==> src/hw/rtl/sle_pkg.sv <==
`timescale 1ns / 1ps

package sle_pkg;

    localparam logic [3:0] OP_CLEAR  = 4'd0;
    localparam logic [3:0] OP_GET    = 4'd1;
    localparam logic [3:0] OP_LOCATE = 4'd2;
    localparam logic [3:0] OP_PRIOR  = 4'd3;
    localparam logic [3:0] OP_NEXT   = 4'd4;
    localparam logic [3:0] OP_INSERT = 4'd5;
    localparam logic [3:0] OP_DELETE = 4'd6;
    localparam logic [3:0] OP_SORT   = 4'd7;
    localparam logic [3:0] OP_MAXSUB = 4'd8;
    localparam logic [3:0] OP_COUNT  = 4'd9;

    localparam logic [1:0] ST_OK   = 2'd0;
    localparam logic [1:0] ST_ERR  = 2'd1;
    localparam logic [1:0] ST_FULL = 2'd2;

    localparam int RV_W = 40;

    typedef enum logic [4:0] {
        SL_IDLE, SL_DISPATCH, SL_GET_WAIT, SL_SCAN_RD, SL_SCAN_CMP,
        SL_INS_CHK, SL_INS_WR, SL_DEL_RES, SL_DEL_CHK, SL_DEL_WR,
        SL_SORT_CHK, SL_SORT_RD1, SL_SORT_CMP, SL_SORT_WR,
        SL_MAX_INIT, SL_MAX_RD, SL_MAX_STEP,
        SL_CNT_OUTER, SL_CNT_RD, SL_CNT_ADD, SL_DONE
    } state_t;

    typedef enum logic [3:0] {
        CNT_HOLD, CNT_ZERO, CNT_ONE, CNT_INC, CNT_DEC,
        CNT_N, CNT_N_M1, CNT_POS_M1, CNT_I
    } cnt_op_t;

    typedef enum logic [2:0] {
        RA_ZERO, RA_I, RA_I_M1, RA_I_P1, RA_J, RA_J_M1, RA_J_P1, RA_POS_M1
    } raddr_sel_t;

    typedef enum logic [1:0] { WA_J, WA_J_P1, WA_POS_M1 } waddr_sel_t;
    typedef enum logic [1:0] { WD_RDATA, WD_TMP, WD_VAL } wdata_sel_t;

    typedef enum logic [2:0] {
        AR_NONE, AR_K_INIT, AR_K_STEP, AR_SUM_CLR, AR_SUM_ADD, AR_CNT_CLR
    } arith_op_t;

    typedef enum logic [1:0] { LEN_HOLD, LEN_ZERO, LEN_INC, LEN_DEC } len_op_t;
    typedef enum logic [1:0] { RV_RDATA, RV_BEST, RV_CNT } rv_sel_t;

    typedef struct packed {
        logic       load_cmd;
        cnt_op_t    i_op;
        cnt_op_t    j_op;
        logic       rd_en;
        raddr_sel_t ra_sel;
        logic       wr_en;
        waddr_sel_t wa_sel;
        wdata_sel_t wd_sel;
        logic       tmp_ld;
        arith_op_t  ar_op;
        len_op_t    len_op;
        logic       st_ld;
        logic [1:0] st_code;
        logic       rv_ld;
        rv_sel_t    rv_sel;
        logic       rp_ld;
        logic       out_ld;
    } cmd_t;

    typedef struct packed {
        logic [3:0] op;
        logic       get_ok;
        logic       ins_ok;
        logic       full;
        logic       empty;
        logic       i_lt_n;
        logic       i_zero;
        logic       i_p1_lt_n;
        logic       j_ge_pos;
        logic       j_lt_i;
        logic       j_lt_n;
        logic       j_p1_lt_n;
        logic       match;
        logic       swap;
    } flags_t;

endpackage

==> src/hw/rtl/sle_controller.sv <==
`timescale 1ns / 1ps

module sle_controller (
    input  logic            aclk,
    input  logic            aresetn,
    input  logic            s_tvalid,
    output logic            s_tready,
    output logic            m_tvalid,
    input  logic            m_tready,
    input  sle_pkg::flags_t flags,
    output sle_pkg::cmd_t   cmd
);

    sle_pkg::state_t state_reg, state_next;
    logic            m_tvalid_reg, m_tvalid_next;
    logic            out_free;

    assign out_free = !m_tvalid_reg || m_tready;
    assign s_tready = (state_reg == sle_pkg::SL_IDLE);
    assign m_tvalid = m_tvalid_reg;

    always_ff @(posedge aclk) begin
        if (!aresetn) begin
            state_reg    <= sle_pkg::SL_IDLE;
            m_tvalid_reg <= 1'b0;
        end else begin
            state_reg    <= state_next;
            m_tvalid_reg <= m_tvalid_next;
        end
    end

    always_comb begin
        m_tvalid_next = m_tvalid_reg;
        if (cmd.out_ld) begin
            m_tvalid_next = 1'b1;
        end else if (m_tready) begin
            m_tvalid_next = 1'b0;
        end
    end

    always_comb begin
        state_next = state_reg;
        unique case (state_reg)
            sle_pkg::SL_IDLE:
                if (s_tvalid) state_next = sle_pkg::SL_DISPATCH;
            sle_pkg::SL_DISPATCH: begin
                priority case (flags.op)
                    sle_pkg::OP_CLEAR:  state_next = sle_pkg::SL_DONE;
                    sle_pkg::OP_GET:
                        state_next = flags.get_ok ? sle_pkg::SL_GET_WAIT : sle_pkg::SL_DONE;
                    sle_pkg::OP_LOCATE, sle_pkg::OP_PRIOR, sle_pkg::OP_NEXT:
                        state_next = sle_pkg::SL_SCAN_RD;
                    sle_pkg::OP_INSERT:
                        state_next = (flags.ins_ok && !flags.full) ?
                                     sle_pkg::SL_INS_CHK : sle_pkg::SL_DONE;
                    sle_pkg::OP_DELETE:
                        state_next = flags.get_ok ? sle_pkg::SL_DEL_RES : sle_pkg::SL_DONE;
                    sle_pkg::OP_SORT:
                        state_next = flags.empty ? sle_pkg::SL_DONE : sle_pkg::SL_SORT_CHK;
                    sle_pkg::OP_MAXSUB:
                        state_next = flags.empty ? sle_pkg::SL_DONE : sle_pkg::SL_MAX_INIT;
                    sle_pkg::OP_COUNT:
                        state_next = flags.empty ? sle_pkg::SL_DONE : sle_pkg::SL_CNT_OUTER;
                    default: state_next = sle_pkg::SL_DONE;
                endcase
            end
            sle_pkg::SL_GET_WAIT: state_next = sle_pkg::SL_DONE;
            sle_pkg::SL_SCAN_RD:
                state_next = flags.i_lt_n ? sle_pkg::SL_SCAN_CMP : sle_pkg::SL_DONE;
            sle_pkg::SL_SCAN_CMP: begin
                if (!flags.match) begin
                    state_next = sle_pkg::SL_SCAN_RD;
                end else if ((flags.op == sle_pkg::OP_PRIOR && !flags.i_zero) ||
                             (flags.op == sle_pkg::OP_NEXT && flags.i_p1_lt_n)) begin
                    state_next = sle_pkg::SL_GET_WAIT;
                end else begin
                    state_next = sle_pkg::SL_DONE;
                end
            end
            sle_pkg::SL_INS_CHK:
                state_next = flags.j_ge_pos ? sle_pkg::SL_INS_WR : sle_pkg::SL_DONE;
            sle_pkg::SL_INS_WR:  state_next = sle_pkg::SL_INS_CHK;
            sle_pkg::SL_DEL_RES: state_next = sle_pkg::SL_DEL_CHK;
            sle_pkg::SL_DEL_CHK:
                state_next = flags.j_p1_lt_n ? sle_pkg::SL_DEL_WR : sle_pkg::SL_DONE;
            sle_pkg::SL_DEL_WR:  state_next = sle_pkg::SL_DEL_CHK;
            sle_pkg::SL_SORT_CHK: begin
                priority if (flags.i_zero) state_next = sle_pkg::SL_DONE;
                else if (flags.j_lt_i)     state_next = sle_pkg::SL_SORT_RD1;
                else                       state_next = sle_pkg::SL_SORT_CHK;
            end
            sle_pkg::SL_SORT_RD1: state_next = sle_pkg::SL_SORT_CMP;
            sle_pkg::SL_SORT_CMP:
                state_next = flags.swap ? sle_pkg::SL_SORT_WR : sle_pkg::SL_SORT_CHK;
            sle_pkg::SL_SORT_WR:  state_next = sle_pkg::SL_SORT_CHK;
            sle_pkg::SL_MAX_INIT: state_next = sle_pkg::SL_MAX_RD;
            sle_pkg::SL_MAX_RD:
                state_next = flags.i_lt_n ? sle_pkg::SL_MAX_STEP : sle_pkg::SL_DONE;
            sle_pkg::SL_MAX_STEP: state_next = sle_pkg::SL_MAX_RD;
            sle_pkg::SL_CNT_OUTER:
                state_next = flags.i_lt_n ? sle_pkg::SL_CNT_RD : sle_pkg::SL_DONE;
            sle_pkg::SL_CNT_RD:
                state_next = flags.j_lt_n ? sle_pkg::SL_CNT_ADD : sle_pkg::SL_CNT_OUTER;
            sle_pkg::SL_CNT_ADD: state_next = sle_pkg::SL_CNT_RD;
            sle_pkg::SL_DONE:
                if (out_free) state_next = sle_pkg::SL_IDLE;
            default: state_next = sle_pkg::SL_IDLE;
        endcase
    end

    always_comb begin
        cmd         = '0;
        cmd.i_op    = sle_pkg::CNT_HOLD;
        cmd.j_op    = sle_pkg::CNT_HOLD;
        cmd.ra_sel  = sle_pkg::RA_ZERO;
        cmd.wa_sel  = sle_pkg::WA_J;
        cmd.wd_sel  = sle_pkg::WD_RDATA;
        cmd.ar_op   = sle_pkg::AR_NONE;
        cmd.len_op  = sle_pkg::LEN_HOLD;
        cmd.st_code = sle_pkg::ST_OK;
        cmd.rv_sel  = sle_pkg::RV_RDATA;
        unique case (state_reg)
            sle_pkg::SL_IDLE:
                cmd.load_cmd = s_tvalid;
            sle_pkg::SL_DISPATCH: begin
                priority case (flags.op)
                    sle_pkg::OP_CLEAR: begin
                        cmd.len_op = sle_pkg::LEN_ZERO;
                        cmd.st_ld  = 1'b1;
                    end
                    sle_pkg::OP_GET: begin
                        cmd.rd_en  = flags.get_ok;
                        cmd.ra_sel = sle_pkg::RA_POS_M1;
                    end
                    sle_pkg::OP_LOCATE, sle_pkg::OP_PRIOR, sle_pkg::OP_NEXT:
                        cmd.i_op = sle_pkg::CNT_ZERO;
                    sle_pkg::OP_INSERT: begin
                        cmd.j_op    = sle_pkg::CNT_N;
                        cmd.st_ld   = flags.ins_ok && flags.full;
                        cmd.st_code = sle_pkg::ST_FULL;
                    end
                    sle_pkg::OP_DELETE: begin
                        cmd.rd_en  = flags.get_ok;
                        cmd.ra_sel = sle_pkg::RA_POS_M1;
                        cmd.j_op   = sle_pkg::CNT_POS_M1;
                    end
                    sle_pkg::OP_SORT: begin
                        cmd.i_op = sle_pkg::CNT_N_M1;
                        cmd.j_op = sle_pkg::CNT_ZERO;
                    end
                    sle_pkg::OP_MAXSUB: begin
                        cmd.rd_en  = !flags.empty;
                        cmd.ra_sel = sle_pkg::RA_ZERO;
                        cmd.i_op   = sle_pkg::CNT_ONE;
                    end
                    sle_pkg::OP_COUNT: begin
                        cmd.i_op  = sle_pkg::CNT_ZERO;
                        cmd.ar_op = sle_pkg::AR_CNT_CLR;
                    end
                    default: begin
                    end
                endcase
            end
            sle_pkg::SL_GET_WAIT: begin
                cmd.rv_ld = 1'b1;
                cmd.st_ld = 1'b1;
            end
            sle_pkg::SL_SCAN_RD: begin
                cmd.rd_en  = flags.i_lt_n;
                cmd.ra_sel = sle_pkg::RA_I;
            end
            sle_pkg::SL_SCAN_CMP: begin
                if (!flags.match) begin
                    cmd.i_op = sle_pkg::CNT_INC;
                end else if (flags.op == sle_pkg::OP_LOCATE) begin
                    cmd.rp_ld = 1'b1;
                    cmd.st_ld = 1'b1;
                end else if (flags.op == sle_pkg::OP_PRIOR) begin
                    cmd.rd_en  = !flags.i_zero;
                    cmd.ra_sel = sle_pkg::RA_I_M1;
                end else begin
                    cmd.rd_en  = flags.i_p1_lt_n;
                    cmd.ra_sel = sle_pkg::RA_I_P1;
                end
            end
            sle_pkg::SL_INS_CHK: begin
                if (flags.j_ge_pos) begin
                    cmd.rd_en  = 1'b1;
                    cmd.ra_sel = sle_pkg::RA_J_M1;
                end else begin
                    cmd.wr_en  = 1'b1;
                    cmd.wa_sel = sle_pkg::WA_POS_M1;
                    cmd.wd_sel = sle_pkg::WD_VAL;
                    cmd.len_op = sle_pkg::LEN_INC;
                    cmd.st_ld  = 1'b1;
                end
            end
            sle_pkg::SL_INS_WR: begin
                cmd.wr_en = 1'b1;
                cmd.j_op  = sle_pkg::CNT_DEC;
            end
            sle_pkg::SL_DEL_RES:
                cmd.rv_ld = 1'b1;
            sle_pkg::SL_DEL_CHK: begin
                if (flags.j_p1_lt_n) begin
                    cmd.rd_en  = 1'b1;
                    cmd.ra_sel = sle_pkg::RA_J_P1;
                end else begin
                    cmd.len_op = sle_pkg::LEN_DEC;
                    cmd.st_ld  = 1'b1;
                end
            end
            sle_pkg::SL_DEL_WR: begin
                cmd.wr_en = 1'b1;
                cmd.j_op  = sle_pkg::CNT_INC;
            end
            sle_pkg::SL_SORT_CHK: begin
                priority if (flags.i_zero) begin
                    cmd.st_ld = 1'b1;
                end else if (flags.j_lt_i) begin
                    cmd.rd_en  = 1'b1;
                    cmd.ra_sel = sle_pkg::RA_J;
                end else begin
                    cmd.i_op = sle_pkg::CNT_DEC;
                    cmd.j_op = sle_pkg::CNT_ZERO;
                end
            end
            sle_pkg::SL_SORT_RD1: begin
                cmd.tmp_ld = 1'b1;
                cmd.rd_en  = 1'b1;
                cmd.ra_sel = sle_pkg::RA_J_P1;
            end
            sle_pkg::SL_SORT_CMP: begin
                if (flags.swap) begin
                    cmd.wr_en = 1'b1;
                end else begin
                    cmd.j_op = sle_pkg::CNT_INC;
                end
            end
            sle_pkg::SL_SORT_WR: begin
                cmd.wr_en  = 1'b1;
                cmd.wa_sel = sle_pkg::WA_J_P1;
                cmd.wd_sel = sle_pkg::WD_TMP;
                cmd.j_op   = sle_pkg::CNT_INC;
            end
            sle_pkg::SL_MAX_INIT:
                cmd.ar_op = sle_pkg::AR_K_INIT;
            sle_pkg::SL_MAX_RD: begin
                if (flags.i_lt_n) begin
                    cmd.rd_en  = 1'b1;
                    cmd.ra_sel = sle_pkg::RA_I;
                end else begin
                    cmd.rv_ld  = 1'b1;
                    cmd.rv_sel = sle_pkg::RV_BEST;
                    cmd.st_ld  = 1'b1;
                end
            end
            sle_pkg::SL_MAX_STEP: begin
                cmd.ar_op = sle_pkg::AR_K_STEP;
                cmd.i_op  = sle_pkg::CNT_INC;
            end
            sle_pkg::SL_CNT_OUTER: begin
                if (flags.i_lt_n) begin
                    cmd.j_op  = sle_pkg::CNT_I;
                    cmd.ar_op = sle_pkg::AR_SUM_CLR;
                end else begin
                    cmd.rv_ld  = 1'b1;
                    cmd.rv_sel = sle_pkg::RV_CNT;
                    cmd.st_ld  = 1'b1;
                end
            end
            sle_pkg::SL_CNT_RD: begin
                if (flags.j_lt_n) begin
                    cmd.rd_en  = 1'b1;
                    cmd.ra_sel = sle_pkg::RA_J;
                end else begin
                    cmd.i_op = sle_pkg::CNT_INC;
                end
            end
            sle_pkg::SL_CNT_ADD: begin
                cmd.ar_op = sle_pkg::AR_SUM_ADD;
                cmd.j_op  = sle_pkg::CNT_INC;
            end
            sle_pkg::SL_DONE:
                cmd.out_ld = out_free;
            default: begin
            end
        endcase
    end

`ifndef NO_ASSERTIONS
    a_accept_dispatch: assert property (@(posedge aclk) disable iff (!aresetn)
        s_tvalid && s_tready |=> state_reg == sle_pkg::SL_DISPATCH)
        else $error("accepted transaction not dispatched");
    a_no_overwrite: assert property (@(posedge aclk) disable iff (!aresetn)
        m_tvalid && !m_tready |-> !cmd.out_ld)
        else $error("pending result overwritten");
    a_single_port: assert property (@(posedge aclk) disable iff (!aresetn)
        !(cmd.rd_en && cmd.wr_en))
        else $error("read and write in one cycle");
`endif

endmodule

==> config.mk <==
export PLATFORM = sky130hd
export DESIGN_NAME = sle_controller
export DESIGN_NICKNAME = d
export VERILOG_FILES = /design/src/hw/rtl/sle_pkg.sv /design/src/hw/rtl/sle_controller.sv
export SDC_FILE = /design/constraint.sdc
export NUM_CORES = 1
export LEC_CHECK = 0
export BUFFER_PORTS_ARGS = -buffer_cell sky130_fd_sc_hd__clkbuf_2
export CAP_MARGIN = 25
export CORE_AREA = 2 2 65 67
export DETAILED_ROUTE_END_ITERATION = 7
export DIE_AREA = 0 0 67 69
export PLACE_DENSITY = 0.64
export REMOVE_ABC_BUFFERS = 1
export SLEW_MARGIN = 10
export SYNTH_ARGS = -nofsm -noshare
export SYNTH_HDL_FRONTEND = slang
export SYNTH_SLANG_ARGS = --single-unit
==> constraint.sdc <==
create_clock -name aclk -period 2 [get_ports aclk]
set_clock_uncertainty 0.2 [all_clocks]
set_input_delay 0.2 -clock aclk [delete_from_list [all_inputs] [get_ports aclk]]
set_output_delay 0.2 -clock aclk [all_outputs]
set_load 0.01 [all_outputs]
# Yosys cells after proc, flatten, opt, wreduce, memory -nomap -nowiden
# Cells that the tools add are included.
word_totals:
  reg_bits: 6
  inputBits: 21
  out_inout_bits: 34
  elab_cells: 126
classes:
  n_eq_ne: 31
  mux: 70
  reduce_logical: 23
ops:
  columns: ["operator", "n"]
  rows:
  - ["5-bit one-hot mux with 19 select lines", 1]
  - ["5-bit 2-to-1 mux", 14]
  - ["5-bit by 4-bit == test with 1-bit output (second input constant)", 8]
  - ["4-bit 2-to-1 mux", 9]
  - ["4-bit one-hot mux with 9 select lines", 1]
  - ["5-bit one-hot mux with 7 select lines", 1]
  - ["3-bit 2-to-1 mux", 9]
  - ["5-bit == test (second input constant)", 5]
  - ["4-bit one-hot mux with 6 select lines", 1]
  - ["5-bit by 3-bit == test with 1-bit output (second input constant)", 4]
  - ["4-bit one-hot mux with 5 select lines", 1]
  - ["3-bit one-hot mux with 3 select lines", 2]
  - ["4-bit by 3-bit == test with 1-bit output (second input constant)", 4]
  - ["4-bit one-hot mux with 2 select lines", 2]
  - ["3-bit one-hot mux with 5 select lines", 1]
  - ["2-bit 2-to-1 mux", 7]
  - ["1-bit 2-to-1 mux", 13]
  - ["12-bit 2-to-1 mux", 1]
  - ["5-bit by 2-bit == test with 1-bit output (second input constant)", 2]
  - ["2-bit OR reduction", 5]
  - ["3-bit OR reduction", 3]
  - ["4-bit by 2-bit == test with 1-bit output (second input constant)", 2]
  - ["4-bit == test (second input constant)", 2]
  - ["7-bit 2-to-1 mux", 1]
  - ["other kinds (16)", 25]

# Logic depth before layout (Yosys ltp)
# Gate-level depths: netlist of run 1.
depth:
  depth_word: 6
  mapped_depth: 7
  mapped_depth_nobuf: 5

# Worst setup path after synthesis of run 1
# No wires, ideal clock.
synth_path:
  path_type: "register to output"
  start: "register state_reg[0]"
  end: "output cmd[7] (netlist name)"
  t_arrival_ns: 1.629
  path_slack_ns: -0.029
  stages_incl_launch_ff: 8
  path_buffers: 2
  cell_sequence: "dfxtp_1 buf_4 or3b_1 buf_2 nor3_4 nand3_2 nor2_4 a311o_1"
synth_lines:
  columns: ["element", "line", "text"]
  rows:
  - ["from (decl)", "sle_controller.sv:14", "sle_pkg::state_t state_reg, state_next;"]
  - ["from (signal assigned)", "sle_controller.sv:24", "state_reg <= sle_pkg::SL_IDLE;"]
  - ["from (signal assigned)", "sle_controller.sv:27", "state_reg <= state_next;"]
  - ["to (decl)", "sle_controller.sv:11", "output sle_pkg::cmd_t cmd"]

==> metrics.md, run 1 <==
| Metric | Value |
|---|---|
| Outcome | finished, violations left |
| Violated checks | negative setup slack |
| Routed Wire Length | slightly below 7000 µm |
| Detail Placement HPWL | 5010 µm |
| Leak pwr | 0.00112 µW |
| Fin crit period | around 2.2 ns |
| Core area | between 0.003 and 0.004 mm² |
| Die area | 0.00462 mm² |
| H-tree levels | 1 |
| Fraction of layout cells with a size suffix above 1 | 0.503 |
| CP max-delay cell | dfxtp_4 |
| First-pass GRT wire length | approximately 10000 µm |
| Synth-to-Final Area Change | 67.8% |
| Fin area | between 0.002 and 0.003 mm² |
| Unrepaired setup endpoints after global routing | true |
| Final Max Tran Viols | 0 |
| Int Power | ~1500 µW |
| Pre-CTS setup slack | -0.124 ns |
| Mapped Area | 0.00153 mm² |
| Syn Area/Cell | around 6.4 µm² |
| Max IR drop VDD | between 0.5 and 0.6 mV |
| Register area share after synthesis | 0.0785 |
| Arrival time worst endpoint | 1.81 ns |
| Starting density of the core | 0.391 |
| FMAX | between 400 and 500 MHz |
| Clk buf depth | 2 |
| Sink Count | 6 |
| Vias per Instance | 6.04 |
| Tot GR Track Use | 0.281 |
| Pwr dens | ~1100 mW/mm² |
| Final nets | ~360 |
| Slew @ Worst Pin | about 0.5 ns |
| Critical path class | reg2out |
| Final core utilization | 0.656 |
| Root Driver | clkbuf_8 |
| Sw Ratio | 0.485 |
| Largest net degree at the start of global routing | 17 |
| Clock network power share | 0.064 |
| Number of flops mapped to enable cells by yosys | 0 |
| Startpoint Class | flop |
| CTS Hold Buffers Added | 0 |
| Worst path cell trace | buf_4, nor2b_4, nand3_2, a21oi_2, or3_4, a311o_1, buf_2 |
| Ys Warns | 0 |
| Cell family with most CP delay | simple AND/OR/NAND/NOR gates |
| Chip Height | about 69 µm |
| Max cap viols | 0 |
| Slack of the critical path | -0.207 ns |
| CP Max Fanout | 8 |
| Comb pwr share | 0.843 |
| Ant. Diodes | 0 |
| Max FFs per register | 5 |
| First drt pass iteration count | 5 |
| Max-slew headroom | 0.663 |
| Synthesized instance count | 240 |
| Worst-path clk slew | 0.04 ns |
| Post-DP Area | ~0.0021 mm² |
| Post-synth top area cell | dfxtp_1 |
| Die Wd | roughly 67 µm |
| Worst skew pair latency | around 0.23 ns |
| Tightest Hold Check Type | in2reg |
| Num CTS Buffers | 3 |
| Final setup violation count | 20 |
| Drt wl/cell | between 15 and 20 µm |
| Total grt overflow | 0 |
| Yosys top cell area share | 0.0785 |
| Hold Vio Cnt, Final | 0 |
| Fin cells | 384 |
| Max stage delay on crit path | between 0.3 and 0.4 ns |
| Buffers on Ports | 52 |
| DRT iter0 DRCs | about 200 |
| Remaining antenna violation count | 0 |
| Worst Path Required | 1.60 ns |
| Main synth FF type | dfxtp_1 |
| Area contributors post-synth | dfxtp_1 7.8%, nor2b_1 6.5%, nor2_1 5.6%, nand2_1 5.2%, nand2b_1 4.9% |
| P_sw | approximately 1400 µW |
| DRC errors left | 0 |
| Flop pwr share | 0.093 |
| Worst path bufs/invs | 2 |
| Routed via count | between 2000 and 2500 |
| Ys async rst share | 0 |
| Setup crit end kind | primary output |
| Count leader, synth | nor2_1 |
| Final period utilization | 1.10 |
| Rows | 23 |
| WHS | approximately 0.040 ns |
| Vias in the first global route | 2128 |
| GPL Wtd Cong | 1.03 |
| CTS tree | yes |
| Initial antenna violation count | 0 |
| Seq cells post-synth | 6 |
| Distinct cells, synth | 64 |
| Placed insts | roughly 370 |
| Commonest cells in the netlist | 23 x nor2_1, 21 x nand2_1, 16 x nor2b_1, 12 x nand2b_1 |
| I/O Pins | 55 |
## final timing paths
check | from | to | slack (ns) | depth (start not counted)
max | state_reg[1]$_SDFFE_PN0P_ | cmd[7] | -0.21 | 7
min | aresetn | state_reg[3]$_SDFFE_PN0P_ | 0.04 | 2
max reg2reg | state_reg[3]$_SDFFE_PN0P_ | state_reg[1]$_SDFFE_PN0P_ | 0.05 | 8
min reg2reg | m_tvalid$_SDFFE_PN0P_ | m_tvalid$_SDFFE_PN0P_ | 0.48 | 2
## stage by stage
step | total power (µW) | TNS [ns]
after global routing | 3090 | -2.84
after CTS | 2610 | -2.46
after floorplan | 1160 | -2.76
after detailed placement | 2140 | -0.428
after global placement | 2160 | -0.559
final | 2920 | -1.93
## repair_timing
item / in CTS / in global routing
setup buffers: 4 / 4
pin swaps: 13 / 12
endpoints found under the setup margin: 28 / 30
gates resized for setup: 43 / 54
## metal layers
metal / global-route usage / vias to the layer above / share of wire
met5: 0 / - / 0
met3: 0.0392 / 26 / 0.093
li1: - / 1074 / -
met2: 0.417 / 137 / 0.46
met1: 0.415 / 1084 / 0.42
met4: 0.0816 / 0 / 0.029
## cells by family after synthesis
logic type / Yosys count / share of synthesized area
XOR/XNOR: 1 / 0.00572
AND/OR/NAND/NOR: 121 / 0.437
buffers and inverters: 32 / 0.107
multiplexers: 2 / 0.0139
AO/OA/AOI/OAI: 77 / 0.356
flip-flops: 6 / 0.0785
other: 1 / 0.00245
## cell usage in the layout (no fill, tap or decap), drive strengths merged, types with 2 or more instances in the layout
cell	instances
a211oi	3
a21o	3
a21oi	11
a22oi	5
a311oi	2
a31oi	7
and2	3
and3	3
buf	80
clkbuf	38
conb	2
dfxtp	6
inv	7
nand2	21
nand2b	12
nand3	7
nand3b	3
nor2	25
nor2b	16
nor3	12
o211a	2
o211ai	3
o21a	4
o21ai	11
o21bai	2
o22ai	4
o2bb2ai	2
o31ai	4
o32ai	2
or2	2
or3	5
or3b	2
or4	3
## power groups by stage
stage	combinational (µW)	sequential, µW	clock [µW]
6_report	2460	270	187
2_1_floorplan	843	317	0
3_3_place_gp	1930	228	0
5_1_grt	2620	278	195
4_1_cts	2170	250	188
3_5_place_dp	1920	227	0
## final cells by class
| class | instances | area, µm² |
|---|---|---|
| timing repair buffer | 115 | 827 |
| inverter | 7 | 26.3 |
| multi-input combinational | 203 | 1480 |
| fill | 325 | 1350 |
| clock buffer | 3 | 41.3 |
| sequential | 6 | 135 |
| tap | 50 | 62.6 |
Note: power is estimated with default switching activity, not from simulation.
==> run 2: changes to the inputs <==
--- a/config.mk
+++ b/config.mk
@@ -5,7 +5,7 @@
 export SDC_FILE = /design/constraint.sdc
 export NUM_CORES = 1
 export LEC_CHECK = 0
-export BUFFER_PORTS_ARGS = -buffer_cell sky130_fd_sc_hd__clkbuf_2
+export BUFFER_PORTS_ARGS = -buffer_cell sky130_fd_sc_hd__buf_2
 export CAP_MARGIN = 25
 export CORE_AREA = 2 2 65 67
 export DETAILED_ROUTE_END_ITERATION = 7
==> run 2 against run 1 <==
The run still ends with negative setup slack left; total power is 14% higher; setup slack worse by 0.048 ns; cell area is 7.4% higher; clock power is 6% higher; combinational power is 16% higher; sequential power is 2% higher.
==> metrics.md, run 2 (synthesized netlist as in run 1, its figures left out) <==
| Metric | Value |
|---|---|
| Core area | 0.00391 mm² (unchanged) |
| Fin crit period | 2.25 ns (+0.0479 ns) |
| Synth-to-Final Area Change | 80.2% |
| Hold Vio Cnt, Final | 0 (unchanged) |
| Arrival time worst endpoint | 1.85 ns (+0.04 ns) |
| Pwr dens | 1210 mW/mm² (+6.6%) |
| I/O Pins | 55 (unchanged) |
| Setup crit end kind | primary output |
| Design Power | 3340 µW (+14%) |
| Routed via count | 2548 (+9.8%) |
| FF-to-FF path depth | 7 (-1) |
| Fraction of layout cells with a size suffix above 1 | 0.532 (+0.0286) |
| FMAX | 444 MHz (-2.1%) |
| DRT iter0 DRCs | 279 (+38%) |
| Detail Placement HPWL | 4950 µm (-1.2%) |
| Tightest Hold Check Type | in2reg |
| Worst-path clk slew | 0.04 ns (about the same) |
| CP Max Fanout | 3 (-5) |
| Sink Count | 6 (unchanged) |
| Starting density of the core | 0.391 (unchanged) |
| Rows | 23 (unchanged) |
| Drt wl/cell | 19.8 µm (+11%) |
| Worst skew pair latency | 0.24 ns (about the same) |
| Max stage delay on crit path | 0.37 ns (about the same) |
| Hold path depth | 2 (unchanged) |
| Startpoint Class | flop |
| Initial antenna violation count | 0 (unchanged) |
| Vias per Instance | 6.40 (+5.9%) |
| Ant. Diodes | 0 (unchanged) |
| Die area | 0.00462 mm² (unchanged) |
| Total grt overflow | 0 (unchanged) |
| Commonest cells after routing, fill and taps aside | 59 x buf_4, 44 x buf_2, 26 x buf_6 |
| Max FFs per register | 5 (unchanged) |
| GPL Wtd Cong | 1.02 (-0.21%) |
| Final core utilization | 0.705 (+0.0486) |
| Leading cell type in the layout, fill and taps excluded | buf_4 |
| Die Wd | 67 µm (unchanged) |
| Unrepaired setup endpoints after global routing | true |
| Largest net degree at the start of global routing | 16 (-1) |
| Cell family with most CP delay | simple AND/OR/NAND/NOR gates |
| Final period utilization | 1.13 (+0.0239) |
| Worst path cell trace | or3b_4, buf_6, o31ai_4, or3_4, a311o_1, buf_2 |
| CTS tree | yes |
| H-tree levels | 1 (unchanged) |
| Max IR drop VDD | 0.617 mV (+3.2%) |
| Remaining antenna violation count | 0 (unchanged) |
| Buffers on Ports | 52 (unchanged) |
| Root Driver | clkbuf_8 |
| Clk buf depth | 2 (unchanged) |
| First-pass GRT wire length | 10300 µm (+0.20%) |
| Final Max Tran Viols | 0 (unchanged) |
| Final setup violation count | 25 (+25%) |
| Num CTS Buffers | 3 (unchanged) |
| Chip Height | 69 µm (unchanged) |
| Worst Path Required | 1.60 ns (about the same) |
| Tot GR Track Use | 0.287 (+0.00613) |
| Stages on the worst setup path | 6 (-1) |
| Slack of the critical path | -0.254 ns (-0.0479 ns) |
| CTS Hold Buffers Added | 0 (unchanged) |
| Final nets | 371 (+3.9%) |
| CP max-delay cell | or3_4 |
| Worst path bufs/invs | 2 (unchanged) |
| DRC errors left | 0 (unchanged) |
| Critical path class | reg2out |
| Vias in the first global route | 2099 (-1.4%) |
| Violated checks | negative setup slack |
| Outcome | finished, violations left |
| Leak pwr | 0.00121 µW (+8.2%) |
| Pre-CTS setup slack | -0.137 ns (-0.0128 ns) |
| Routed Wire Length | 7890 µm (+15%) |
| Max cap viols | 0 (unchanged) |
| First drt pass iteration count | 5 (unchanged) |
## run 2: changes by cell type in the layout (fill, tap and decap cells not counted), sizes merged
cell	change
buf	+49
clkbuf	-35
## run 2: path summary, 6_finish.rpt
check / startpoint / to / slack, ns
hold reg to reg: m_tvalid$_SDFFE_PN0P_ / m_tvalid$_SDFFE_PN0P_ / 0.47
setup / recovery: state_reg[0]$_SDFFE_PN0P_ / cmd[7] / -0.25
setup reg to reg: state_reg[2]$_SDFFE_PN0P_ / state_reg[2]$_SDFFE_PN0P_ / -0.03
hold / removal: aresetn / state_reg[3]$_SDFFE_PN0P_ / 0.03
## run 2: layout make-up
class | instances | area [µm²]
sequential | 6 | 136
fill | 300 | 1160
tap | 50 | 62.6
clock buffer | 3 | 41.3
multi-input combinational | 203 | 1540
timing repair buffer | 129 | 956
inverter | 7 | 26.3
## run 2: power breakdown
group	switching (µW)	internal, µW
combinational	1460	1400
sequential	93.3	183
clock	67.6	131
## run 2: layer usage
metal,global-route usage,up-vias,part of all wire
met5,0,-,0
met4,0.0952,0,0.058
met3,0.0506,61,0.11
met2,0.449,216,0.47
met1,0.392,1165,0.36
li1,-,1106,-
## run 2: what timing repair did
action | CTS | global route
endpoints found under the setup margin | 31 | 31
gates resized for setup | 45 | 59
setup buffers | 10 | 13
pin swaps | 12 | 18
## run 2: per-stage QoR
stage	area (µm²)	hold WS, ns	instances	setup TNS, ns
2_1_floorplan	1400	0.118	216	-2.76
3_3_place_gp	2150	0.277	375	-0.539
3_5_place_dp	2150	0.283	375	-0.762
4_1_cts	2430	0.0384	387	-2.34
5_1_grt	2760	0.0336	398	-4.10
6_report	2760	0.0343	398	-3.01
==> run 3: changes to the inputs <==
--- a/config.mk
+++ b/config.mk
@@ -5,12 +5,13 @@
 export SDC_FILE = /design/constraint.sdc
 export NUM_CORES = 1
 export LEC_CHECK = 0
-export BUFFER_PORTS_ARGS = -buffer_cell sky130_fd_sc_hd__buf_2
 export CAP_MARGIN = 25
-export CORE_AREA = 2 2 65 67
+export CORE_AREA = 2 2 75 59
 export DETAILED_ROUTE_END_ITERATION = 7
-export DIE_AREA = 0 0 67 69
-export PLACE_DENSITY = 0.64
+export DIE_AREA = 0 0 77 61
+export DONT_BUFFER_PORTS = 1
+export PLACE_DENSITY = 0.51
+export RECOVER_POWER = 100
 export REMOVE_ABC_BUFFERS = 1
 export SLEW_MARGIN = 10
 export SYNTH_ARGS = -nofsm -noshare
==> run 3 against run 2 <==
The flow still finishes with violations (negative setup slack); highest routed layer unchanged; worst hold slack improved by 0.013 ns; combinational power fell by 10%; critical endpoint unchanged; critical path depth fell by 1; largest cell class unchanged; via count fell by 16%.
==> metrics.md, run 3 (synthesized netlist as in run 1, its figures left out) <==
| Metric | Value |
|---|---|
| Max stage delay on crit path | 0.45 ns (+0.08 ns) |
| Tightest Hold Check Type | in2reg |
| I/O Pins | 55 (unchanged) |
| Die area | 0.00470 mm² (+1.6%) |
| Ant. Diodes | 0 (unchanged) |
| Commonest cells after routing, fill and taps aside | 64 x buf_4, 20 x nor2_1, 18 x nand2_1 |
| Outcome | finished, violations left |
| Final period utilization | 1.10 (-0.0237) |
| Total grt overflow | 0 (unchanged) |
| R2r setup slk | -0.06 ns (-0.03 ns) |
| Buffers on Ports | 0 (-100%) |
| Largest net degree at the start of global routing | 25 (+9) |
| Final Max Tran Viols | 0 (unchanged) |
| Vias in the first global route | 1884 (-10%) |
| DRT iter0 DRCs | 263 (-5.7%) |
| FMAX | 453 MHz (+2.1%) |
| Startpoint Class | flop |
| GPL Wtd Cong | 0.953 (-6.8%) |
| Synth-to-Final Area Change | 62.1% |
| Setup crit end kind | primary output |
| Placed insts | 339 (-9.6%) |
| Filler cells | 362 (+21%) |
| Pwr dens | 1210 mW/mm² (about the same) |
| Critical path class | reg2out |
| Initial antenna violation count | 0 (unchanged) |
| CTS tree | yes |
| Hold Vio Cnt, Final | 0 (unchanged) |
| Arrival time worst endpoint | 1.81 ns (-0.04 ns) |
| Leak pwr | 0.000983 µW (-19%) |
| Worst skew pair latency | 0.22 ns (-0.02 ns) |
| First-pass GRT wire length | 9630 µm (-6.8%) |
| Max cap viols | 0 (unchanged) |
| First drt pass iteration count | 4 (-1) |
| Fraction of layout cells with a size suffix above 1 | 0.470 (-0.0618) |
| CP max-delay cell | or3b_4 |
| Remaining antenna violation count | 0 (unchanged) |
| Clk buf depth | 2 (unchanged) |
| Die Wd | 77 µm (+15%) |
| Unrepaired setup endpoints after global routing | true |
| Slack of the critical path | -0.207 ns (+0.0474 ns) |
| Tot GR Track Use | 0.265 (-0.0229) |
| Routed Wire Length | 6790 µm (-14%) |
| Leading cell type in the layout, fill and taps excluded | buf_4 |
| Worst path cell trace | or3b_4, nor3_4, nand3_4, nor2_4, a311o_1 |
| Final nets | 321 (-13%) |
| Drt wl/cell | 19.2 µm (-3.0%) |
| Sink Count | 6 (unchanged) |
| Max IR drop VDD | 0.684 mV (+11%) |
| Rows | 20 (-13%) |
| Root Driver | clkbuf_8 |
| Routed via count | 2143 (-16%) |
| Max FFs per register | 5 (unchanged) |
| Vias per Instance | 6.07 (-5.2%) |
| Starting density of the core | 0.387 (-0.00396) |
| Core area | 0.00395 mm² (+1.0%) |
| Fin cells | 353 (-11%) |
| Detail Placement HPWL | 4860 µm (-1.9%) |
| Final core utilization | 0.628 (-0.0771) |
| H-tree levels | 1 (unchanged) |
| Fin crit period | 2.21 ns (-0.0474 ns) |
| Worst-path clk slew | 0.04 ns (about the same) |
| TNS Setup | -1.71 ns (+1.30 ns) |
| Worst Path Required | 1.60 ns (about the same) |
| Final setup violation count | 18 (-28%) |
| DRC errors left | 0 (unchanged) |
| Violated checks | negative setup slack |
| Num CTS Buffers | 3 (unchanged) |
| Chip Height | 61 µm (-12%) |
| CP Max Fanout | 5 (+2) |
run 3: cell count changes in the layout (fill, tap and decap cells not counted), sizes merged:
cell | before | now
dlygate4sd3 | 0 | 2
buf | 129 | 77
run 3: final timing paths:
kind / startpoint / end / cells past startpoint
min reg2reg: m_tvalid$_SDFFE_PN0P_ / m_tvalid$_SDFFE_PN0P_ / 2
max reg2reg: state_reg[4]$_SDFFE_PN0P_ / state_reg[0]$_SDFFE_PN0P_ / 7
max: state_reg[4]$_SDFFE_PN0P_ / cmd[7] / 5
min: flags[9] / state_reg[3]$_SDFFE_PN0P_ / 2
run 3: power breakdown:
part           switching, µW  internal [µW]  leakage (µW)
Combinational           1320           1240      0.000910
Sequential              76.8            178     0.0000520
Clock                   53.1            129     0.0000216
run 3: area by class of cell:
type	instances	area (µm²)	area share
Multi-Input combinational cell	203	1560	0.629
Clock buffer	3	41.3	0.0166
Tap cell	55	68.8	0.0277
Timing Repair Buffer	79	649	0.262
Inverter	7	26.3	0.0106
Sequential cell	6	134	0.0540
run 3: stage by stage:
step	setup WS [ns]	power (µW)	hold WS (ns)	cell area, µm²
after floorplan	-0.379	1160	0.118	1400
after global placement	-0.0405	2140	0.120	1980
after detailed placement	-0.0450	2110	0.127	1980
after CTS	-0.172	2630	0.0422	2260
after global routing	-0.259	3160	0.0409	2480
final	-0.207	3000	0.0469	2480
run 3: layer usage:
layer / vias to the layer above / global-route usage / wire (µm)
met5: - / 0 / 0
met4: 0 / 0.0383 / 36
met3: 2 / 0.0580 / 664
met2: 132 / 0.429 / 3100
met1: 994 / 0.374 / 2990
li1: 1015 / - / -
run 3: timing repair:
action,4_1_cts,5_1_grt
setup endpoints to repair,26,24
resized for setup,53,40
hold buffers,2,0
hold endpoints to repair,6,0
pin swaps,14,16
setup buffers,4,5
run 3: worst max-delay path: cells and delay by family (launching register included):
| kind | cells | cell delay, ns |
|---|---|---|
| DFF | 1 | 0.34 |
| and+or+nand+nor | 4 | 1.02 |
| AOI/OAI and AO/OA | 1 | 0.23 |
